## src/rtl/tft_pkg.sv

```systemverilog
`timescale 1ns / 1ps
// Shared types and constants for the transition frequency table.
package tft_pkg;

	localparam int TOKEN_W = 8;
	localparam int SLOT_W  = 4;
	localparam int CNT_W   = 16;
	localparam int TOTAL_W = 32;
	localparam int LEN_W   = 5;

	typedef enum logic [1:0] {
		RES_HIT  = 2'd0,
		RES_NEW  = 2'd1,
		RES_FULL = 2'd2
	} result_t;

	typedef struct packed {
		logic [TOKEN_W-1:0] dst;
		logic [TOKEN_W-1:0] src;
	} in_data_t;

	typedef struct packed {
		logic [6:0]         pad;
		logic [LEN_W-1:0]   list_len;
		logic [TOTAL_W-1:0] total;
		logic [CNT_W-1:0]   entry_count;
		logic [SLOT_W-1:0]  slot;
	} out_data_t;

	typedef struct packed {
		logic clr;
		logic load;
		logic rd;
		logic upd;
	} tft_cmd_t;

	typedef struct packed {
		logic clr_last;
		logic out_busy;
	} tft_stat_t;

endpackage

```

## src/rtl/tft_ctrl.sv

```systemverilog
`timescale 1ns / 1ps
// Sequencer for clear pass, read and update of one request.
module tft_ctrl (
	input  logic              clk,
	input  logic              arst_n,
	input  logic              s_tvalid,
	output logic              s_tready,
	input  tft_pkg::tft_stat_t stat,
	output tft_pkg::tft_cmd_t  cmd
);
	import tft_pkg::*;

	typedef enum logic [3:0] {
		ST_CLEAR  = 4'b0001,
		ST_IDLE   = 4'b0010,
		ST_READ   = 4'b0100,
		ST_UPDATE = 4'b1000
	} state_t;

	state_t state_q, state_d;

	always_ff @(posedge clk or negedge arst_n) begin
		if (!arst_n) begin
			state_q <= ST_CLEAR;
		end else begin
			state_q <= state_d;
		end
	end

	always_comb begin
		state_d  = state_q;
		cmd      = '0;
		s_tready = 1'b0;
		unique case (state_q)
			ST_CLEAR: begin
				cmd.clr = 1'b1;
				if (stat.clr_last) begin
					state_d = ST_IDLE;
				end
			end
			ST_IDLE: begin
				s_tready = 1'b1;
				if (s_tvalid) begin
					cmd.load = 1'b1;
					state_d  = ST_READ;
				end
			end
			ST_READ: begin
				cmd.rd  = 1'b1;
				state_d = ST_UPDATE;
			end
			ST_UPDATE: begin
				if (!stat.out_busy) begin
					cmd.upd = 1'b1;
					state_d = ST_IDLE;
				end
			end
			default: begin
				state_d = ST_CLEAR;
			end
		endcase
	end

endmodule

```

## config.mk

```make
export PLATFORM = sky130hd
export DESIGN_NAME = tft_ctrl
export DESIGN_NICKNAME = d
export VERILOG_FILES = /design/src/rtl/tft_pkg.sv /design/src/rtl/tft_ctrl.sv
export SDC_FILE = /design/constraint.sdc
export NUM_CORES = 1
export LEC_CHECK = 0
export ABC_CLOCK_PERIOD_IN_PS = 1400
export BUFFER_PORTS_ARGS = -buffer_cell sky130_fd_sc_hd__buf_4
export CAP_MARGIN = 25
export CORE_AREA = 10 10 47 49
export DETAILED_ROUTE_END_ITERATION = 12
export DIE_AREA = 0 0 57 59
export SKIP_CTS_REPAIR_TIMING = 1
export SLEW_MARGIN = 25
export SYNTH_ARGS = -nofsm -noshare
export SYNTH_HDL_FRONTEND = slang
export SYNTH_SLANG_ARGS = --single-unit
```

## constraint.sdc

```tcl
create_clock -name clk -period 1.4 [get_ports clk]
set_input_delay 0.28 -clock clk [delete_from_list [all_inputs] [get_ports clk]]
set_output_delay 0.28 -clock clk [all_outputs]
set_load 0.1 [all_outputs]
```

# Word-level counts from Yosys, hierarchy flattened
# Index checks and enable logic that the tools add are counted.
word_totals:
  register_bits: 4
  latchBits: 0
  ram_bits: 0
  romBits: 0
  inputBits: 5
  out_inout_bits: 5
  elab_cells: 20
  mem_count: 0
op_classes:
  n_addsub: 0
  multipliers: 0
  div_mod_pow: 0
  magnitude_cmp: 0
  eq_ne: 7
  shift: 0
  n_mux: 11
  n_bitwise: 0
  reduce_logical: 1
op_table:
  columns: ["op", "n"]
  rows:
  - ["$pmux W4 S4", 1]
  - ["$mux W4", 3]
  - ["$mux W1", 7]
  - ["$ne A2 B2 Y1 const B", 3]
  - ["$eq A4 B1 Y1 const B", 1]
  - ["$eq A4 B2 Y1 const B", 1]
  - ["$eq A4 B3 Y1 const B", 1]
  - ["$eq A4 B4 Y1 const B", 1]
  - ["$reduce_and A3 Y1", 1]

# Longest topological paths before layout
# Gate-level depths: netlist of run 1.
logic_depth:
  ltp_word: 3
  mapped_depth: 4
  ltp_nobuf: 3

# Worst setup path after synthesis of run 1
# No wires, ideal clock.
synth_path:
  kind: "reg-to-output"
  startpoint: "register state_q[2]"
  endpoint: "output port cmd[0] (netlist bit)"
  t_arrival_ps: 3434
  path_slack_ps: -2314
  path_stages_with_launch: 4
  path_buffers: 1
  cell_sequence: "dfrtp_1 -> buf_6 -> nand2b_1 -> nor4_1"
synth_lines:
  columns: ["element", "line", "text"]
  rows:
  - ["start: declaration", "tft_ctrl.sv:20", "state_t state_q, state_d;"]
  - ["start signal: assignment", "tft_ctrl.sv:26", "state_q <= state_d;"]
  - ["end: declaration", "tft_ctrl.sv:9", "output tft_pkg::tft_cmd_t cmd"]

==> flow_metrics.env, run 1 <==
export IMPL_critPathMostFrequentCell="buf_6"
export IMPL_muxShareOfSynthArea_pct=0
export IMPL_rsz0062_at_grt="true"
export IMPL_overflow=0
export IMPL_place_congestion=0.732
export IMPL_viasPerCell=4.34
export IMPL_cts_root_buf="clkbuf_4"
export IMPL_status="complete, but fails checks"
export IMPL_placed_cell_area_um2=432
export IMPL_yosysWarnings=0
export IMPL_wl_per_cell_um=12.3
export IMPL_finish_instance_area_um2=520
export IMPL_areaGrowthSynthToFinish_pct=87.4
export IMPL_fin_crit_sh_pct=115
export IMPL_cts_max_path_buffers=2
export IMPL_dp_slack_ns=-0.0768
export IMPL_start_util_pct=19.8
export IMPL_grt_pass1_wl_um=1310
export IMPL_power_frac_clock_pct=15.1
export IMPL_clk_latency_ns=0.24
export IMPL_largest_reg_flops=4
export IMPL_dr_pass1_iters=4
export IMPL_numCtsBuffers=3
export IMPL_top_regs="state_q: 4 flops"
export IMPL_critPathBufInv=2
export IMPL_num_antenna_cells=0
export IMPL_fin_util_pct=37.1
export IMPL_cts_tree="done"
export IMPL_die_h_um=59
export IMPL_fill_cells=152
export IMPL_synth_fa_ha_area_share_pct=0
export IMPL_crit_path_start_kind="register"
export IMPL_slowest_stage="dfrtp_2"
export IMPL_cp_top_family="flip-flops"
export IMPL_layout_setup_ws_ns=-0.216
export IMPL_num_rows=14
export IMPL_power_density_nw_per_um2=2040
export IMPL_drcViolationCount=0
export IMPL_port_buffers=9
export IMPL_r2r_start="state_q[3]"
export IMPL_synth_cell_types=20
export IMPL_yosysSeqAreaShare_pct=36.5
export IMPL_largest_register="state_q"
export IMPL_core_area_um2=1400
export IMPL_crit_required_ns=1.12
export IMPL_finClkSkew_ns=0.00876
export IMPL_syn_nets=31
export IMPL_multi_input_area_um2=183
export IMPL_ys_seq_elements=4
export IMPL_cp_data_arrival_time_ns=1.34
export IMPL_fmaxAchievable_ghz=0.619
export IMPL_vdd_drop_max_v=0.00133
export IMPL_drv_slew=0
export IMPL_cts_sinks=4
export IMPL_internal_power_uw=543
export IMPL_hold_viol_final=0
export IMPL_grt_usage_pct=5.14
export IMPL_violations="negative setup slack"
export IMPL_p_switching_uw=521
export IMPL_slew_limit_headroom_pct=82.7
export IMPL_setup_violations_final=5
export IMPL_synthCells=26
export IMPL_syn_cell_area_um2=278
export IMPL_maxCapViolations=0
export IMPL_yosys_area_share_simple_pct=36.0
export IMPL_num_vias=265
export IMPL_drtAntennaViolNets=0
export IMPL_antenna_found_initial=0
export IMPL_post_route_min_period_ns=1.62
export IMPL_timing_setup_tns_ns=-0.907
export IMPL_crit_type="register to primary output"
export IMPL_die_w_um=57
export IMPL_switching_share_pct=49.0
export IMPL_worstPathCellList="buf_6, nor4b_4, buf_6"
export IMPL_combinationalPowerShare_pct=63.7
export IMPL_h_tree_depth=1
export IMPL_wirelength_um=750
export IMPL_grt_max_degree=6
export IMPL_grt_pass1_vias=292
export IMPL_min_from="stat[1]"
export IMPL_avgSynthCellArea_um2=10.7
export IMPL_tightest_slew_ns=0.259
export IMPL_layout_area_seq_um2=105
export IMPL_dp_hpwl_um=635
export IMPL_hold_path_class="input pin to register"
export IMPL_drive_gt1_share_pct=66.7
export IMPL_p_leak_nw=0.219
export IMPL_synth_top_family_by_area="simple AND/OR/NAND/NOR gates"
export IMPL_final_net_count=51
export IMPL_crit_path_max_fanout=5
export IMPL_drt_iter0_markers=3
export IMPL_crit_path_end_kind="primary output"
export IMPL_pin_count=10
export IMPL_crit_start="state_q[3]"
export IMPL_dieArea_um2=3360
export IMPL_synth_xor_area_share_pct=3.15
export IMPL_synth_compound_area_share_pct=13.5
export IMPL_critPathMaxStageDelay_ns=0.44
export IMPL_clk_pin_slew_worst_paths_ns=0.04
export IMPL_seqPwrFrac_pct=21.2
metal layers:
| metal | part of all wire (%) | vias to the layer above | global-route usage [%] |
|---|---|---|---|
| li1 | - | 129 | - |
| met1 | 41 | 124 | 4.99 |
| met2 | 50 | 8 | 8.22 |
| met3 | 5.5 | 4 | 1.93 |
| met4 | 3.6 | 0 | 5.03 |
| met5 | 0 | - | 0 |
cell families after synthesis:
| logic type | count (synthesis) |
|---|---|
| simple gates | 12 |
| compound gates | 6 |
| flops | 4 |
| buf+inv | 3 |
| xor+xnor | 1 |
placed cells by master (no fill, tap or decap):
| cell type | instances |
|---|---|
| and2_2 | 1 |
| buf_12 | 3 |
| buf_4 | 11 |
| nand2_1 | 1 |
| a211oi_1 | 1 |
| nand2b_1 | 2 |
| xor2_1 | 1 |
| dfrtp_2 | 3 |
| clkbuf_1 | 1 |
| nand3b_1 | 1 |
| nor3b_1 | 1 |
| buf_6 | 3 |
| o21ai_0 | 2 |
| nor2_1 | 1 |
| clkbuf_4 | 3 |
| a21oi_1 | 1 |
| dfstp_2 | 1 |
| nor4b_4 | 2 |
| o31ai_1 | 1 |
| nor4_4 | 1 |
| nor3_4 | 1 |
| and2_4 | 1 |
| dlygate4sd3_1 | 1 |
| o21a_1 | 1 |
Yosys cell counts:
master / count / area share, %
a211oi_1: 1 / 2.7
a21oi_1: 1 / 1.8
and2_2: 2 / 5.4
buf_4: 1 / 2.7
buf_6: 2 / 8.1
dfrtp_1: 3 / 27
dfstp_2: 1 / 9.5
nand2_1: 1 / 1.4
nand2b_1: 2 / 4.5
nand3b_1: 1 / 2.7
nor2_1: 1 / 1.4
nor3_1: 1 / 1.8
nor3b_1: 1 / 2.7
nor4_1: 1 / 2.3
nor4b_2: 1 / 5.4
nor4b_4: 1 / 8.6
o21a_1: 1 / 2.7
o21ai_0: 2 / 3.6
o31ai_1: 1 / 2.7
xor2_1: 1 / 3.2
area by class of cell:
type                       count  share of cell area (%)
timing repair buffer          18                    35.8
multi-input combinational     19                    35.1
sequential                     4                    20.2
clock buffer                   4                    5.05
tap                           16                    3.85
stage by stage:
| step | total power, mW | std cells | hold slack, ns |
|---|---|---|---|
| 5_1_grt | 1.13 | 61 | 0.278 |
| 2_1_floorplan | 0.700 | 26 | -0.0156 |
| 3_5_place_dp | 0.842 | 56 | 0.0787 |
| 6_report | 1.06 | 61 | 0.264 |
| 3_3_place_gp | 0.840 | 56 | 0.0804 |
| 4_1_cts | 1.01 | 60 | -0.188 |
worst paths after layout:
kind | to | slack [ns] | cells after the start
min in group asynchronous | state_q[2] | 0.38 | 2
setup / recovery | cmd[3] | -0.22 | 3
setup reg to reg | state_q[0] | 0.21 | 5
hold / removal | state_q[1] | 0.26 | 3
hold reg to reg | state_q[3] | 0.69 | 2
max in group asynchronous | state_q[0] | 0.82 | 2
power groups by stage:
stage,registers (mW),logic (mW),clock network [mW]
detailed placement,0.222,0.620,0
finish,0.226,0.678,0.160
CTS,0.222,0.622,0.171
global route,0.233,0.718,0.178
floorplan,0.205,0.495,0
global placement,0.221,0.620,0
worst register-to-register path: stages, from the launching register on:
cell and delay, ns:
dfrtp_2 0.44, buf_6 0.14, buf_4 0.13, o21ai_0 0.13, o21ai_0 0.10, o21a_1 0.17
Note: power is estimated with default switching activity, not from simulation.
==> run 2: changes to the inputs <==
Settings changed: ABC_AREA set to 1, CORE_AREA 10 10 47 49 to 2 2 39 41, DIE_AREA 0 0 57 59 to 0 0 41 43, SLEW_MARGIN 25 to 20.
==> run 2 against run 1 <==
  * The flow still finishes with violations (negative setup slack)
  * Synthesized cell count grew 35%
  * Global-route usage grew 4.3 points
  * Critical endpoint is now s_tready
  * First-iteration DRC count is the same
==> flow_metrics.env, run 2 <==
export IMPL_whs_ns=0.300
export IMPL_setup_violations_final=5
export IMPL_wirelength_um=756
export IMPL_status="complete, but fails checks"
export IMPL_synth_most_common_cell="nand2_1"
export IMPL_async_reset_ff_share_pct=100
export IMPL_synth_main_ff_cell="dfrtp_1"
export IMPL_fin_util_pct=38.6
export IMPL_drive_gt1_share_pct=71.4
export IMPL_grt_pass1_wl_um=1060
export IMPL_slew_limit_headroom_pct=86.5
export IMPL_crit_type="register to primary output"
export IMPL_cts_max_path_buffers=2
export IMPL_dieArea_um2=1760
export IMPL_synthCells=35
export IMPL_final_cell_mix="buf_4 (11), nand2_1 (5), inv_2 (4), nor2_1 (4)"
export IMPL_synth_common_cells="nand2_1 (7), nor2_1 (6), inv_1 (5)"
export IMPL_synth_cell_types=13
export IMPL_die_w_um=41
export IMPL_crit_path_start_kind="register"
export IMPL_rsz0062_at_grt="true"
export IMPL_num_vias=292
export IMPL_avgSynthCellArea_um2=6.97
export IMPL_num_antenna_cells=0
export IMPL_vdd_drop_max_v=0.000979
export IMPL_start_util_pct=17.6
export IMPL_port_buffers=9
export IMPL_met3_length_um=52
export IMPL_numCtsBuffers=3
export IMPL_viasPerCell=4.06
export IMPL_drt_iter0_markers=3
export IMPL_hold_path_class="input pin to register"
export IMPL_dr_pass1_iters=4
export IMPL_finish_instance_area_um2=534
export IMPL_grt_usage_pct=9.39
export IMPL_finClkSkew_ns=0.00813
export IMPL_final_common_cell="buf_4"
export IMPL_antenna_found_initial=0
export IMPL_critPathMaxStageDelay_ns=0.56
export IMPL_grt_pass1_vias=255
export IMPL_yosysWarnings=0
export IMPL_crit_path_end_kind="primary output"
export IMPL_crit_start="state_q[0]"
export IMPL_cts_tree="done"
export IMPL_violations="negative setup slack"
export IMPL_drv_slew=0
export IMPL_topRoutingLayerUsed="met4"
export IMPL_clk_latency_ns=0.24
export IMPL_slowest_stage="dfstp_2"
export IMPL_fin_crit_sh_pct=109
export IMPL_areaGrowthSynthToFinish_pct=119
export IMPL_maxCapViolations=0
export IMPL_grt_max_degree=5
export IMPL_syn_cell_area_um2=244
export IMPL_rrSetupSlack_ns=0.27
export IMPL_top_regs="state_q: 4 flops"
export IMPL_dp_cells=63
export IMPL_wl_met2_um=424
export IMPL_largest_register="state_q"
export IMPL_pin_count=10
export IMPL_drcViolationCount=0
export IMPL_power_density_nw_per_um2=2290
export IMPL_min_from="stat[1]"
export IMPL_synth_edff_count=0
export IMPL_wl_per_cell_um=10.5
export IMPL_dp_hpwl_um=509
export IMPL_yosysSeqAreaShare_pct=41.5
export IMPL_r2r_cells=5
export IMPL_overflow=0
export IMPL_core_area_um2=1380
export IMPL_p_leak_nw=0.243
export IMPL_die_h_um=43
export IMPL_r2r_end="state_q[1]"
export IMPL_ys_seq_elements=4
export IMPL_drtAntennaViolNets=0
export IMPL_placed_cell_area_um2=395
export IMPL_endpoint="s_tready"
export IMPL_fmaxAchievable_ghz=0.653
export IMPL_final_net_count=62
export IMPL_r2r_start="state_q[0]"
export IMPL_clk_pin_slew_worst_paths_ns=0.04
export IMPL_synthTopCellsByArea="dfrtp_1 (31%), dfstp_2 (11%), nand2_1 (11%), nor2_1 (9.2%), inv_1 (7.7%)"
export IMPL_cts_root_buf="clkbuf_4"
export IMPL_h_tree_depth=1
export IMPL_post_route_min_period_ns=1.53
export IMPL_hold_viol_final=0
export IMPL_fill_cells=148
export IMPL_fin_cells=72
export IMPL_yosys_area_top_type="dfrtp_1"
export IMPL_synth_top_cell_area_share_pct=30.8
export IMPL_cts_sinks=4
export IMPL_worstPathCellList="inv_2, nand3_4, clkinvlp_4, buf_6"
export IMPL_tightest_slew_ns=0.202
export IMPL_place_congestion=0.727
export IMPL_syn_nets=40
export IMPL_largest_reg_flops=4
export IMPL_crit_required_ns=1.12
export IMPL_crit_path_max_fanout=3
export IMPL_wl_met1_um=271
export IMPL_num_rows=14
export IMPL_cp_data_arrival_time_ns=1.25
export IMPL_layout_setup_ws_ns=-0.132
-- run 2: cell count changes after synthesis, sizes merged, moves of 3 or more --
cell / delta
nor2: +8
inv: +7
nand3: +4
nand2: +7
buf: -3
-- run 2: routing by layer --
metal	track usage, %	vias to the layer above
met1	11.5	134
li1	-	146
met3	4.71	2
met2	11.6	10
met4	8.00	0
met5	0	-
-- run 2: worst max-delay path: cells and delay by family (launching register included) --
family        cells  cell delay [ns]
flops             1             0.56
simple gates      1             0.10
buf+inv           3             0.36
-- run 2: cell type report --
type	instances	area (µm²)	share of cell area [%]
clock buffer	4	26.3	4.92
sequential	4	105	19.7
timing repair buffer	17	179	33.5
tap	16	20.0	3.75
inverter	7	33.8	6.32
multi-input combinational	24	170	31.9
-- run 2: cell families after synthesis --
group	after synthesis	synth area share (%)
AND/OR/NAND/NOR	23	45.6
buffers and inverters	7	10.8
flip-flops	4	41.5
AO/OA/AOI/OAI	1	2.05
-- run 2: worst min-delay path by stage --
stage	end	slack, ns	cells past startpoint
floorplan	state_q[1]	-0.02	0
global placement	state_q[2]	0.08	1
detailed placement	state_q[3]	0.08	1
CTS	state_q[3]	-0.19	1
global route	state_q[0]	0.30	3
finish	state_q[0]	0.30	3
-- run 2: where the power goes --
group	switching (mW)	internal, mW
registers	0.0539	0.169
logic	0.522	0.314
clock network	0.0554	0.107
total	0.631	0.591
-- run 2: through the flow --
stage | setup slack [ns] | setup TNS [ns] | total power, mW
after floorplan | -0.212 | -0.408 | 0.733
after detailed placement | 0.0338 | 0 | 0.880
final | -0.132 | -0.489 | 1.22
after CTS | -0.237 | -0.988 | 1.05
after global routing | -0.180 | -0.728 | 1.29
after global placement | 0.0394 | 0 | 0.875
